==> src/sv/ssmm_pkg.sv <==
// Package of the sensor scan max/mean block: widths, register codes, shared types.
// Depends on nothing; every module of the block refers to it by scoped names.
package ssmm_pkg;

    localparam int MAX_SENSORS = 64;
    localparam int POS_W       = $clog2(MAX_SENSORS + 1);
    localparam int TEMP_W      = 12;
    localparam int GROUP_W     = 8;
    localparam int TAG_W       = 16;
    localparam int SUM_W       = 19;
    localparam int CNT_W       = 7;
    localparam int IDX_W       = 6;
    localparam int HIGH_W      = 11;
    localparam int SCAN_W      = 32;
    localparam int DVD_W       = SUM_W - 1;
    localparam int REM_W       = CNT_W;
    localparam int DIV_STEPS   = DVD_W;
    localparam int STEP_W      = $clog2(DIV_STEPS);

    localparam int CFG_IDX_W  = 1;
    localparam int CFG_DATA_W = 12;

    localparam logic [CFG_IDX_W-1:0] REG_EXCLUDED_GROUP  = 1'd0;
    localparam logic [CFG_IDX_W-1:0] REG_FAULT_THRESHOLD = 1'd1;

    localparam logic [GROUP_W-1:0]       EXCLUDED_RESET  = 8'd32;
    localparam logic signed [TEMP_W-1:0] THRESHOLD_RESET = 12'sd2016;

    // operation for the shared adder/subtractor
    typedef struct packed {
        logic [SUM_W-1:0] a;
        logic [SUM_W-1:0] b;
        logic             sub;
    } alu_op_t;

    // per-item decision of the filter
    typedef struct packed {
        logic working;
        logic new_best;
    } verdict_t;

endpackage

==> src/sv/ssmm_alu.sv <==
// Shared adder/subtractor: accumulates readings, takes the magnitude, divides, negates.
// Depends on ssmm_pkg.
module ssmm_alu (
    input  ssmm_pkg::alu_op_t           op,
    output logic [ssmm_pkg::SUM_W-1:0] result
);

    assign result = op.sub ? (op.a - op.b) : (op.a + op.b);

endmodule

==> src/sv/ssmm_filter.sv <==
// Per-item filter: decides whether a reading counts and whether it is a new maximum.
// Depends on ssmm_pkg.
module ssmm_filter (
    input  logic                                sensor_present,
    input  logic signed [ssmm_pkg::TEMP_W-1:0]  reading,
    input  logic [ssmm_pkg::TAG_W-1:0]          user_tag,
    input  logic [ssmm_pkg::GROUP_W-1:0]        excluded_group,
    input  logic signed [ssmm_pkg::TEMP_W-1:0]  fault_threshold,
    input  logic [ssmm_pkg::POS_W-1:0]          position,
    input  logic signed [ssmm_pkg::TEMP_W-1:0]  best_value,
    output ssmm_pkg::verdict_t                  verdict
);

    logic in_range;
    logic group_ok;

    assign in_range = position < ssmm_pkg::POS_W'(ssmm_pkg::MAX_SENSORS);
    assign group_ok = user_tag[ssmm_pkg::TAG_W-1 -: ssmm_pkg::GROUP_W] != excluded_group;

    always_comb
    begin
        verdict.working  = sensor_present && in_range && group_ok
                           && (reading < fault_threshold);
        // only a strictly higher reading moves the maximum
        verdict.new_best = verdict.working && (reading > best_value);
    end

endmodule

==> src/sv/sensor_scan_max_mean.sv <==
// Sensor scan max/mean: running maximum, argmax, sum and count; mean at scan end.
// Throughput: one item per cycle for items without last_of_scan; a last item holds
// in_ready low in S_ABS, S_DIV, S_SIGN and S_HOLD while the shared adder divides.
// The result is registered on leaving S_HOLD, which waits while the previous result
// is still held. rst_n (async, low) clears state, restores config.
module sensor_scan_max_mean (
    input  logic                                clk,
    input  logic                                rst_n,
    input  logic                                in_valid,
    output logic                                in_ready,
    input  logic                                sensor_present,
    input  logic signed [ssmm_pkg::TEMP_W-1:0]  reading,
    input  logic [ssmm_pkg::TAG_W-1:0]          user_tag,
    input  logic                                last_of_scan,
    output logic                                out_valid,
    input  logic                                out_ready,
    output logic [ssmm_pkg::HIGH_W-1:0]         highest,
    output logic [ssmm_pkg::IDX_W-1:0]          highest_index,
    output logic signed [ssmm_pkg::TEMP_W-1:0]  mean,
    output logic [ssmm_pkg::CNT_W-1:0]          working_count,
    output logic [ssmm_pkg::SCAN_W-1:0]         scan_number,
    input  logic                                cfg_valid,
    output logic                                cfg_ready,
    input  logic [ssmm_pkg::CFG_IDX_W-1:0]      cfg_index,
    input  logic [ssmm_pkg::CFG_DATA_W-1:0]     cfg_data
);

    typedef enum logic [2:0] {
        S_IDLE,
        S_ABS,
        S_DIV,
        S_SIGN,
        S_HOLD
    } state_t;

    state_t state_reg, state_next;

    logic [ssmm_pkg::GROUP_W-1:0]       excl_reg, excl_next;
    logic signed [ssmm_pkg::TEMP_W-1:0] thr_reg, thr_next;

    logic [ssmm_pkg::POS_W-1:0]         pos_reg, pos_next;
    logic signed [ssmm_pkg::TEMP_W-1:0] best_reg, best_next;
    logic [ssmm_pkg::IDX_W-1:0]         best_pos_reg, best_pos_next;
    logic [ssmm_pkg::SUM_W-1:0]         sum_reg, sum_next;
    logic [ssmm_pkg::CNT_W-1:0]         count_reg, count_next;
    logic [ssmm_pkg::SCAN_W-1:0]        scan_reg, scan_next;

    logic                               neg_reg, neg_next;
    logic [ssmm_pkg::DVD_W-1:0]         dvd_reg, dvd_next;
    logic [ssmm_pkg::REM_W-1:0]         rem_reg, rem_next;
    logic [ssmm_pkg::STEP_W-1:0]        step_reg, step_next;
    logic signed [ssmm_pkg::TEMP_W-1:0] quot_reg, quot_next;

    logic                               out_valid_reg, out_valid_next;
    logic [ssmm_pkg::HIGH_W-1:0]        highest_reg, highest_next;
    logic [ssmm_pkg::IDX_W-1:0]         hidx_reg, hidx_next;
    logic signed [ssmm_pkg::TEMP_W-1:0] mean_reg, mean_next;
    logic [ssmm_pkg::CNT_W-1:0]         wcount_reg, wcount_next;

    ssmm_pkg::verdict_t                 verdict;
    ssmm_pkg::alu_op_t                  alu_op;
    logic [ssmm_pkg::SUM_W-1:0]         alu_result;
    logic [ssmm_pkg::REM_W:0]           trial;
    logic                               fits;
    logic                               in_fire;
    logic                               in_range;

    ssmm_filter u_filter (
        .sensor_present  (sensor_present),
        .reading         (reading),
        .user_tag        (user_tag),
        .excluded_group  (excl_reg),
        .fault_threshold (thr_reg),
        .position        (pos_reg),
        .best_value      (best_reg),
        .verdict         (verdict)
    );

    ssmm_alu u_alu (
        .op     (alu_op),
        .result (alu_result)
    );

    assign in_ready  = (state_reg == S_IDLE);
    assign cfg_ready = 1'b1;
    assign in_fire   = in_valid && in_ready;
    assign in_range  = pos_reg < ssmm_pkg::POS_W'(ssmm_pkg::MAX_SENSORS);
    assign trial     = {rem_reg, dvd_reg[ssmm_pkg::DVD_W-1]};
    assign fits      = !alu_result[ssmm_pkg::SUM_W-1];

    assign out_valid     = out_valid_reg;
    assign highest       = highest_reg;
    assign highest_index = hidx_reg;
    assign mean          = mean_reg;
    assign working_count = wcount_reg;
    assign scan_number   = scan_reg;

    always_comb
    begin
        state_next     = state_reg;
        excl_next      = excl_reg;
        thr_next       = thr_reg;
        pos_next       = pos_reg;
        best_next      = best_reg;
        best_pos_next  = best_pos_reg;
        sum_next       = sum_reg;
        count_next     = count_reg;
        scan_next      = scan_reg;
        neg_next       = neg_reg;
        dvd_next       = dvd_reg;
        rem_next       = rem_reg;
        step_next      = step_reg;
        quot_next      = quot_reg;
        out_valid_next = out_valid_reg;
        highest_next   = highest_reg;
        hidx_next      = hidx_reg;
        mean_next      = mean_reg;
        wcount_next    = wcount_reg;

        alu_op.a   = sum_reg;
        alu_op.b   = {{(ssmm_pkg::SUM_W - ssmm_pkg::TEMP_W){reading[ssmm_pkg::TEMP_W-1]}},
                      reading};
        alu_op.sub = 1'b0;

        if (cfg_valid && cfg_ready)
        begin
            case (cfg_index)
                ssmm_pkg::REG_EXCLUDED_GROUP:  excl_next = cfg_data[ssmm_pkg::GROUP_W-1:0];
                ssmm_pkg::REG_FAULT_THRESHOLD: thr_next  = $signed(cfg_data);
                default: ;
            endcase
        end

        if (out_valid_reg && out_ready)
        begin
            out_valid_next = 1'b0;
        end

        case (state_reg)
            S_IDLE:
            begin
                if (in_fire)
                begin
                    if (sensor_present && in_range)
                    begin
                        pos_next = pos_reg + 1'b1;
                    end
                    if (verdict.working)
                    begin
                        count_next = count_reg + 1'b1;
                        sum_next   = alu_result;
                    end
                    if (verdict.new_best)
                    begin
                        best_next     = reading;
                        best_pos_next = pos_reg[ssmm_pkg::IDX_W-1:0];
                    end
                    if (last_of_scan)
                    begin
                        state_next = S_ABS;
                    end
                end
            end

            S_ABS:
            begin
                // take the magnitude of the sum as dividend
                alu_op.a   = '0;
                alu_op.b   = sum_reg;
                alu_op.sub = 1'b1;
                neg_next   = sum_reg[ssmm_pkg::SUM_W-1];
                dvd_next   = sum_reg[ssmm_pkg::SUM_W-1] ? alu_result[ssmm_pkg::DVD_W-1:0]
                                                        : sum_reg[ssmm_pkg::DVD_W-1:0];
                rem_next   = '0;
                step_next  = ssmm_pkg::STEP_W'(ssmm_pkg::DIV_STEPS - 1);
                state_next = S_DIV;
            end

            S_DIV:
            begin
                // one restoring step: shift in a dividend bit, try to subtract the count
                alu_op.a   = ssmm_pkg::SUM_W'(trial);
                alu_op.b   = ssmm_pkg::SUM_W'(count_reg);
                alu_op.sub = 1'b1;
                rem_next   = fits ? alu_result[ssmm_pkg::REM_W-1:0]
                                  : trial[ssmm_pkg::REM_W-1:0];
                dvd_next   = {dvd_reg[ssmm_pkg::DVD_W-2:0], fits};
                if (step_reg == '0)
                begin
                    state_next = S_SIGN;
                end
                else
                begin
                    step_next = step_reg - 1'b1;
                end
            end

            S_SIGN:
            begin
                alu_op.a   = '0;
                alu_op.b   = ssmm_pkg::SUM_W'(dvd_reg);
                alu_op.sub = 1'b1;
                if (count_reg == '0)
                begin
                    quot_next = '0;
                end
                else if (neg_reg)
                begin
                    quot_next = $signed(alu_result[ssmm_pkg::TEMP_W-1:0]);
                end
                else
                begin
                    quot_next = $signed(dvd_reg[ssmm_pkg::TEMP_W-1:0]);
                end
                state_next = S_HOLD;
            end

            S_HOLD:
            begin
                // wait for the output register, then load it and clear the scan
                if (!out_valid_reg || out_ready)
                begin
                    out_valid_next = 1'b1;
                    highest_next   = best_reg[ssmm_pkg::HIGH_W-1:0];
                    hidx_next      = best_pos_reg;
                    mean_next      = quot_reg;
                    wcount_next    = count_reg;
                    scan_next      = scan_reg + 1'b1;
                    pos_next       = '0;
                    best_next      = '0;
                    best_pos_next  = '0;
                    sum_next       = '0;
                    count_next     = '0;
                    state_next     = S_IDLE;
                end
            end

            default:
            begin
                state_next = S_IDLE;
            end
        endcase
    end

    always_ff @(posedge clk or negedge rst_n)
    begin
        if (!rst_n)
        begin
            state_reg     <= S_IDLE;
            excl_reg      <= ssmm_pkg::EXCLUDED_RESET;
            thr_reg       <= ssmm_pkg::THRESHOLD_RESET;
            pos_reg       <= '0;
            best_reg      <= '0;
            best_pos_reg  <= '0;
            sum_reg       <= '0;
            count_reg     <= '0;
            scan_reg      <= '0;
            neg_reg       <= 1'b0;
            dvd_reg       <= '0;
            rem_reg       <= '0;
            step_reg      <= '0;
            quot_reg      <= '0;
            out_valid_reg <= 1'b0;
            highest_reg   <= '0;
            hidx_reg      <= '0;
            mean_reg      <= '0;
            wcount_reg    <= '0;
        end
        else
        begin
            state_reg     <= state_next;
            excl_reg      <= excl_next;
            thr_reg       <= thr_next;
            pos_reg       <= pos_next;
            best_reg      <= best_next;
            best_pos_reg  <= best_pos_next;
            sum_reg       <= sum_next;
            count_reg     <= count_next;
            scan_reg      <= scan_next;
            neg_reg       <= neg_next;
            dvd_reg       <= dvd_next;
            rem_reg       <= rem_next;
            step_reg      <= step_next;
            quot_reg      <= quot_next;
            out_valid_reg <= out_valid_next;
            highest_reg   <= highest_next;
            hidx_reg      <= hidx_next;
            mean_reg      <= mean_next;
            wcount_reg    <= wcount_next;
        end
    end

endmodule

==> config.mk <==
export PLATFORM = sky130hd
export DESIGN_NAME = sensor_scan_max_mean
export DESIGN_NICKNAME = d
export VERILOG_FILES = /design/src/sv/ssmm_pkg.sv /design/src/sv/ssmm_alu.sv /design/src/sv/ssmm_filter.sv /design/src/sv/sensor_scan_max_mean.sv
export SDC_FILE = /design/constraint.sdc
export NUM_CORES = 1
export LEC_CHECK = 0
export BUFFER_PORTS_ARGS = -buffer_cell sky130_fd_sc_hd__buf_2
export CORE_ASPECT_RATIO = 1.4
export CORE_MARGIN = 10
export CORE_UTILIZATION = 30
export DETAILED_ROUTE_END_ITERATION = 10
export PLACE_DENSITY_LB_ADDON = 0.05
export SYNTH_ARGS = -nofsm -noshare
export SYNTH_HDL_FRONTEND = slang
export SYNTH_SLANG_ARGS = --single-unit
==> constraint.sdc <==
create_clock -name clk -period 5.5 [get_ports clk]
set_clock_uncertainty 0.1 [all_clocks]
set_input_delay 0.825 -clock clk [delete_from_list [all_inputs] [get_ports clk]]
set_output_delay 0.825 -clock clk [all_outputs]
set_load 0.1 [all_outputs]
Word-level counts from Yosys, hierarchy flattened
Index checks and enable logic that the tools add are counted.

word-level totals
  input bits = 48
  output and inout bits = 71
  word-level logic and storage cells = 101
  flip-flop bits (word level) = 186

operators by class
  reduce and logical (&&, ||, !) cells = 22
  bitwise gates (word level) = 1
  add/sub/neg operators = 6
  muxes and demuxes = 37
  $lt $le $gt $ge = 3
  eq/ne operators = 13

operator list
  operator               number
  $pmux 39 s3            1
  $mux 19                4
  $mux 12                5
  $mux 7                 6
  $pmux 7 s2             3
  $pmux 19 s2            1
  $pmux 18 s2            1
  $add 32x1->32 const B  1
  $pmux 12 s2            1
  $add 19x19->19         1
  $sub 19x19->19         1
  $mux 18                1
  $mux 6                 3
  $reduce_and 4->1       4
  $pmux 3 s5             1
  $add 7x1->7 const B    2
  $gt 12x12->1           1
  $lt 12x12->1           1
  $mux 3                 4
  $pmux 6 s2             1
  $ne 2x1->1 const B     5
  $pmux 5 s2             1
  $ne 8x8->1             1
  $reduce_and 2->1       4
  16 further kinds       28

Depth between registers and ports, before layout
  depth after elaboration = 8
  depth in mapped cells = 24

Hierarchy
From an unflattened synthesis, not the netlist that was laid out.

second synthesis, totals
  cells, all modules = 1,169
  area total of the unflattened synthesis = 10,704.0 um^2

modules (own cells, without submodules)
  module                area each (um^2)  instances  cells each
  sensor_scan_max_mean  8,700.8           1          895
  ssmm_alu              1,275.0           1          181
  ssmm_filter           728.2             1          93

Least setup slack after synthesis
OpenSTA, ideal clock, no wires.

  kind = input to register
  start = input port reading[0] (netlist name)
  end = register rem_reg[1] (netlist name)
  arrival = 4,250 ps
  stages on the path = 17
  library setup time = 126 ps
  data required time = 5,274 ps
  path slack = 1,024 ps
  cell sequence = o22a_1 or4_4 a211oi_2 and2_1 a21oi_1 mux2_1 ha_1 and3_1 o21a_1 o31ai_1 a21oi_1 a211oi_1 a21oi_1 xnor2_1 buf_6 nor3_1 a221o_1

between the ends
  cells in the longest elaborated chain, start to end = 5
  elaborated cells between the ends (all ways) = 6
  those cells by class = add/sub (2); mux (4)

RTL lines
  item                                              line                         text
  start, declared                                   sensor_scan_max_mean.sv:12   input logic signed [ssmm_pkg::TEMP_W-1:0] reading,
  $pmux 39 s3 (*)                                   sensor_scan_max_mean.sv:139  case (state_reg)
  $add 19x19->19 or $sub 19x19->19 (tied branches)  ssmm_alu.sv:8                assign result = op.sub ? (op.a - op.b) : (op.a + op.b);
  $mux 19 (*)                                       ssmm_alu.sv:8
  $mux 7 (*)                                        sensor_scan_max_mean.sv:185  rem_next = fits ? alu_result[ssmm_pkg::REM_W-1:0]
  $pmux 7 s2 (*)                                    sensor_scan_max_mean.sv:139
  end signal, assigned                              sensor_scan_max_mean.sv:282  rem_reg <= rem_next;
  end, declared                                     sensor_scan_max_mean.sv:50   logic [ssmm_pkg::REM_W-1:0] rem_reg, rem_next;

Every way passes the cells marked *; elsewhere a longest branch is shown, timed or not.
A chain may end at the register's enable or synchronous reset.

Final worst setup path
  start = register state_reg[0]
  end = register rem_reg[1] (netlist name)

between the ends
  cells in the longest elaborated chain, start to end = 6
  elaborated cells between the ends (all ways) = 10
  those cells by class = add/sub (2); eq/ne (3); mux (4); reduce/logical (1)

RTL lines
  item                                              line                         text
  start, declared                                   sensor_scan_max_mean.sv:36   state_t state_reg, state_next;
  start signal, assigned                            sensor_scan_max_mean.sv:271  state_reg <= state_next;
  $eq 3x2->1 or $eq 3x1->1 (tied branches)          sensor_scan_max_mean.sv:139
  $pmux 39 s3                                       sensor_scan_max_mean.sv:139
  $add 19x19->19 or $sub 19x19->19 (tied branches)  ssmm_alu.sv:8
  $mux 19                                           ssmm_alu.sv:8
  $mux 7                                            sensor_scan_max_mean.sv:185
  $pmux 7 s2                                        sensor_scan_max_mean.sv:139

Several ways; a longest one is shown, not always the timed one.

==> metrics.txt <==
# TYPE chip_impl_metric gauge
chip_impl_metric{name="track_usage",unit="%"} 14.7
chip_impl_metric{name="yosysSeqAreaShare",unit="%"} 45.0
chip_impl_info{name="synth-main-ff-cell",value="sky130_fd_sc_hd__dfrtp_1"} 1
chip_impl_metric{name="global_route_wire_length_before_repair",unit="mm"} 48.7
chip_impl_metric{name="cts-htree-levels",unit=""} 4
chip_impl_metric{name="synth_cell_type_count",unit=""} 66
chip_impl_info{name="critical_path.startpoint_type",value="register"} 1
chip_impl_metric{name="count_of_flip_flops_with_a_built_in_enable_after_synthesis",unit=""} 0
chip_impl_metric{name="largest_register_ff_count",unit=""} 32
chip_impl_metric{name="share_of_cells_above_drive_strength_1",unit="%"} 19.0
chip_impl_metric{name="timing.fmax",unit="MHz"} 199
chip_impl_metric{name="seqCellArea",unit="sq um"} 4660
chip_impl_metric{name="gpl.final_weighted_congestion",unit=""} 0.807
chip_impl_metric{name="worst_ep_arrival_time",unit="ns"} 5.25
chip_impl_metric{name="via_count",unit=""} 8067
chip_impl_metric{name="global_route.overflow_total",unit=""} 0
chip_impl_metric{name="layout.cells.non_filler",unit=""} 1659
chip_impl_metric{name="cts.reportedPaths.clkPinSlew",unit="ns"} 0.07
chip_impl_metric{name="fin_util",unit="%"} 35.5
chip_impl_metric{name="synth_nets",unit=""} 1184
chip_impl_info{name="synth_area_leaders",value="sky130_fd_sc_hd__dfrtp_1 43%, sky130_fd_sc_hd__nand2_1 6.7%, sky130_fd_sc_hd__ha_1 5.8%, sky130_fd_sc_hd__o21ai_0 4.1%, sky130_fd_sc_hd__mux2_2 4.0%"} 1
chip_impl_info{name="setup.worst_path.class",value="register to register"} 1
chip_impl_metric{name="postRouteWirelength",unit="mm"} 30.6
chip_impl_metric{name="setup_ws",unit="ns"} 0.483
chip_impl_metric{name="critPathRequiredTime",unit="ns"} 5.73
chip_impl_info{name="crit-reg2reg-launch",value="state_reg[0]"} 1
chip_impl_metric{name="floorplan.io_pins",unit=""} 119
chip_impl_metric{name="core_region_area",unit="sq um"} 34100
chip_impl_metric{name="dp.final_hpwl",unit="mm"} 23.0
chip_impl_metric{name="fin_nets",unit=""} 1292
chip_impl_metric{name="yosysWarningCount",unit=""} 0
chip_impl_info{name="setup.worst_path.end_class",value="register"} 1
chip_impl_metric{name="regToRegSetupSlack",unit="ns"} 0.48
chip_impl_metric{name="synthesis.area",unit="sq um"} 10400
chip_impl_metric{name="vdd.ir_drop.worst",unit="V"} 0.000222
chip_impl_metric{name="die_area",unit="sq um"} 42400
chip_impl_metric{name="post-route-drc-count",unit=""} 0
chip_impl_metric{name="via_density_per_instance",unit=""} 4.86
chip_impl_metric{name="yosys_register_bits",unit=""} 186
chip_impl_info{name="capturing_point_of_the_worst_reg2reg_path",value="rem_reg[1]"} 1
chip_impl_metric{name="cts.sink_count",unit=""} 186
chip_impl_metric{name="max_capacitance_violation_count",unit=""} 0
chip_impl_metric{name="antenna_cells_inserted",unit=""} 0
chip_impl_metric{name="clock_tree.buffer_depth",unit=""} 2
chip_impl_metric{name="syn_to_final_growth",unit="%"} 17.1
chip_impl_metric{name="avgRoutedWirePerCell",unit="microns"} 18.4
chip_impl_metric{name="timing.final.crit_period",unit="ns"} 5.02
chip_impl_metric{name="first_pass_iters",unit=""} 4
chip_impl_metric{name="timing_hold_violations_final",unit=""} 0
chip_impl_metric{name="cellPowerDensity",unit="nW/um^2"} 708
chip_impl_metric{name="grt_pass1_vias",unit=""} 8276
chip_impl_metric{name="core.rowCount",unit=""} 80
chip_impl_metric{name="timing.final.crit_share",unit="%"} 91.2
chip_impl_metric{name="worst-slew-pin-transition",unit="ns"} 1.01
chip_impl_metric{name="drt_iter0_markers",unit=""} 356
chip_impl_metric{name="initial_core_util",unit="%"} 30.3
chip_impl_info{name="yosysTopAreaCell",value="sky130_fd_sc_hd__dfrtp_1"} 1
chip_impl_metric{name="synth_top_area_share",unit="%"} 43.3
chip_impl_metric{name="place_inst",unit=""} 1627
chip_impl_metric{name="ant_nets",unit=""} 0
chip_impl_info{name="yosysMostFrequentCell",value="sky130_fd_sc_hd__nand2_1"} 1
chip_impl_metric{name="buffer_ports.inserted",unit=""} 109
chip_impl_metric{name="number_of_cts_inserted_buffers",unit=""} 17
chip_impl_metric{name="die-height",unit="microns"} 240
chip_impl_info{name="cts.root.buffer_cell",value="sky130_fd_sc_hd__clkbuf_16"} 1
chip_impl_metric{name="dp_slack",unit="ns"} 0.272
chip_impl_metric{name="crit_path_max_fanout",unit=""} 11
chip_impl_metric{name="slew_viol_final",unit=""} 0
chip_impl_metric{name="die_width",unit="microns"} 177
chip_impl_info{name="outcome",value="completed"} 1
chip_impl_metric{name="multi_input_comb_area",unit="sq um"} 5310
chip_impl_metric{name="power.static_leakage",unit="nW"} 5.92
chip_impl_metric{name="initial_antenna_violation_count",unit=""} 0
chip_impl_metric{name="avg_synthesized_cell_area",unit="sq um"} 9.52
chip_impl_info{name="grt_setup_unrepaired",value="no"} 1
chip_impl_metric{name="setup_viol",unit=""} 0
chip_impl_metric{name="postSynth.asyncResetShare",unit="%"} 100
chip_impl_metric{name="r2r_cell_count",unit=""} 20
chip_impl_info{name="cts_tree",value="done"} 1
chip_impl_metric{name="whs",unit="ns"} 0.222
chip_impl_metric{name="slew_headroom",unit="%"} 32.9
chip_impl_info{name="synthTopCellsByCount",value="184 x sky130_fd_sc_hd__nand2_1, 179 x sky130_fd_sc_hd__dfrtp_1, 84 x sky130_fd_sc_hd__o21ai_0"} 1
chip_impl_info{name="holdCritPathClass",value="input pin to asynchronous set/reset pin"} 1
chip_impl_metric{name="synthCells",unit=""} 1087
chip_impl_metric{name="fillers",unit=""} 3545
chip_impl_metric{name="largest_net_degree_at_the_start_of_global_routing",unit=""} 139
chip_impl_metric{name="setup-tns-final",unit="ns"} 0
chip_impl_metric{name="clk_latency",unit="ns"} 0.45
-- worst max-delay path, cell delays in order, from the launching register on --
cell,delay (ns)
sky130_fd_sc_hd__dfrtp_1,0.58
sky130_fd_sc_hd__nand2b_1,0.15
sky130_fd_sc_hd__nor2_1,0.12
sky130_fd_sc_hd__a21oi_1,0.06
sky130_fd_sc_hd__o22a_1,0.23
sky130_fd_sc_hd__or4_4,0.56
sky130_fd_sc_hd__a211oi_2,0.29
sky130_fd_sc_hd__and2_1,0.19
sky130_fd_sc_hd__a21oi_1,0.08
sky130_fd_sc_hd__mux2_1,0.35
sky130_fd_sc_hd__ha_1,0.35
sky130_fd_sc_hd__and3_1,0.24
sky130_fd_sc_hd__o21a_1,0.14
sky130_fd_sc_hd__o31ai_1,0.10
sky130_fd_sc_hd__a21oi_1,0.27
sky130_fd_sc_hd__a211oi_2,0.14
sky130_fd_sc_hd__a21oi_1,0.23
sky130_fd_sc_hd__xnor2_1,0.15
sky130_fd_sc_hd__buf_4,0.24
sky130_fd_sc_hd__nor3_1,0.07
sky130_fd_sc_hd__a221o_1,0.25
-- cell type report --
cell class              count  area share [%]
flip-flops and latches    186            38.5
well taps                 451            4.65
multi-input cells         807            43.8
repair buffers            137            6.51
inverters                  46            1.42
clock inverters            14            1.55
clock buffers              18            3.62
-- placed cells by master, fill, tap and decap left out, drive strengths merged, types with 10 or more instances in the layout --
master,synthesis,routed
buf,18,136
nor2,58,58
o21a,10,10
mux2i,37,37
mux2,42,42
ha,48,48
xor2,28,28
a21o,13,13
nand4,15,15
and2,15,15
nand2,184,184
clkbuf,30,19
nand2b,19,19
nand3,27,27
o21ai,85,85
inv,46,52
nor4,10,10
nor2b,14,14
dfrtp,179,179
xnor2,40,40
nor3,13,13
a21oi,44,44
a22o,11,11
a22oi,17,17
-- per-stage QoR --
step / total power, mW / instance area, sq um
3_5_place_dp: 7.35 / 11500
3_3_place_gp: 7.32 / 11500
6_report: 8.58 / 12100
5_1_grt: 9.31 / 12100
2_1_floorplan: 5.89 / 10400
4_1_cts: 8.73 / 12100
-- worst max-delay path by stage --
stage / startpoint / to / slack, ns / cells past startpoint
after global placement: reading[0] / rem_reg[1] / 0.29 / 18
final: state_reg[0] / rem_reg[1] / 0.48 / 20
after global routing: state_reg[0] / rem_reg[3] / 0.06 / 20
after floorplan: reading[0] / rem_reg[1] / 1.02 / 17
after detailed placement: reading[0] / rem_reg[1] / 0.27 / 18
after CTS: state_reg[0] / rem_reg[1] / 0.34 / 20
-- cells by family after synthesis --
logic type               Yosys count  synth area share, %
flip-flops                       186                 45.0
multiplexers                      79                 8.18
buffers and inverters             94                 3.88
AO/OA/AOI/OAI                    231                 14.1
adder cells (fa/ha/maj)           49                 5.99
other                              1               0.0362
AND/OR/NAND/NOR                  379                 17.0
XOR/XNOR                          68                 5.75
-- power breakdown --
part | leakage, nW | internal [mW] | switching [mW]
Clock | 0.312 | 0.742 | 0.599
Combinational | 3.21 | 1.72 | 3.37
Sequential | 2.39 | 1.79 | 0.358
Total | 5.92 | 4.25 | 4.33
-- per-layer routing --
metal | wire, microns | vias up | track usage, % | share of wire [%]
met4 | 452 | 0 | 4.31 | 1.5
met2 | 15900 | 121 | 26.0 | 52
met1 | 13200 | 3904 | 17.6 | 43
li1 | - | 4020 | - | -
met5 | 0 | - | 0 | 0
met3 | 1040 | 22 | 2.57 | 3.4
-- timing repair --
| action | CTS | global route |
|---|---|---|
| buffers inserted | 0 | 0 |
| endpoints found under the setup margin | 0 | 3 |
| resized for setup | 0 | 1 |
| hold buffers | 0 | 0 |
(Power assumes the default switching activity.)
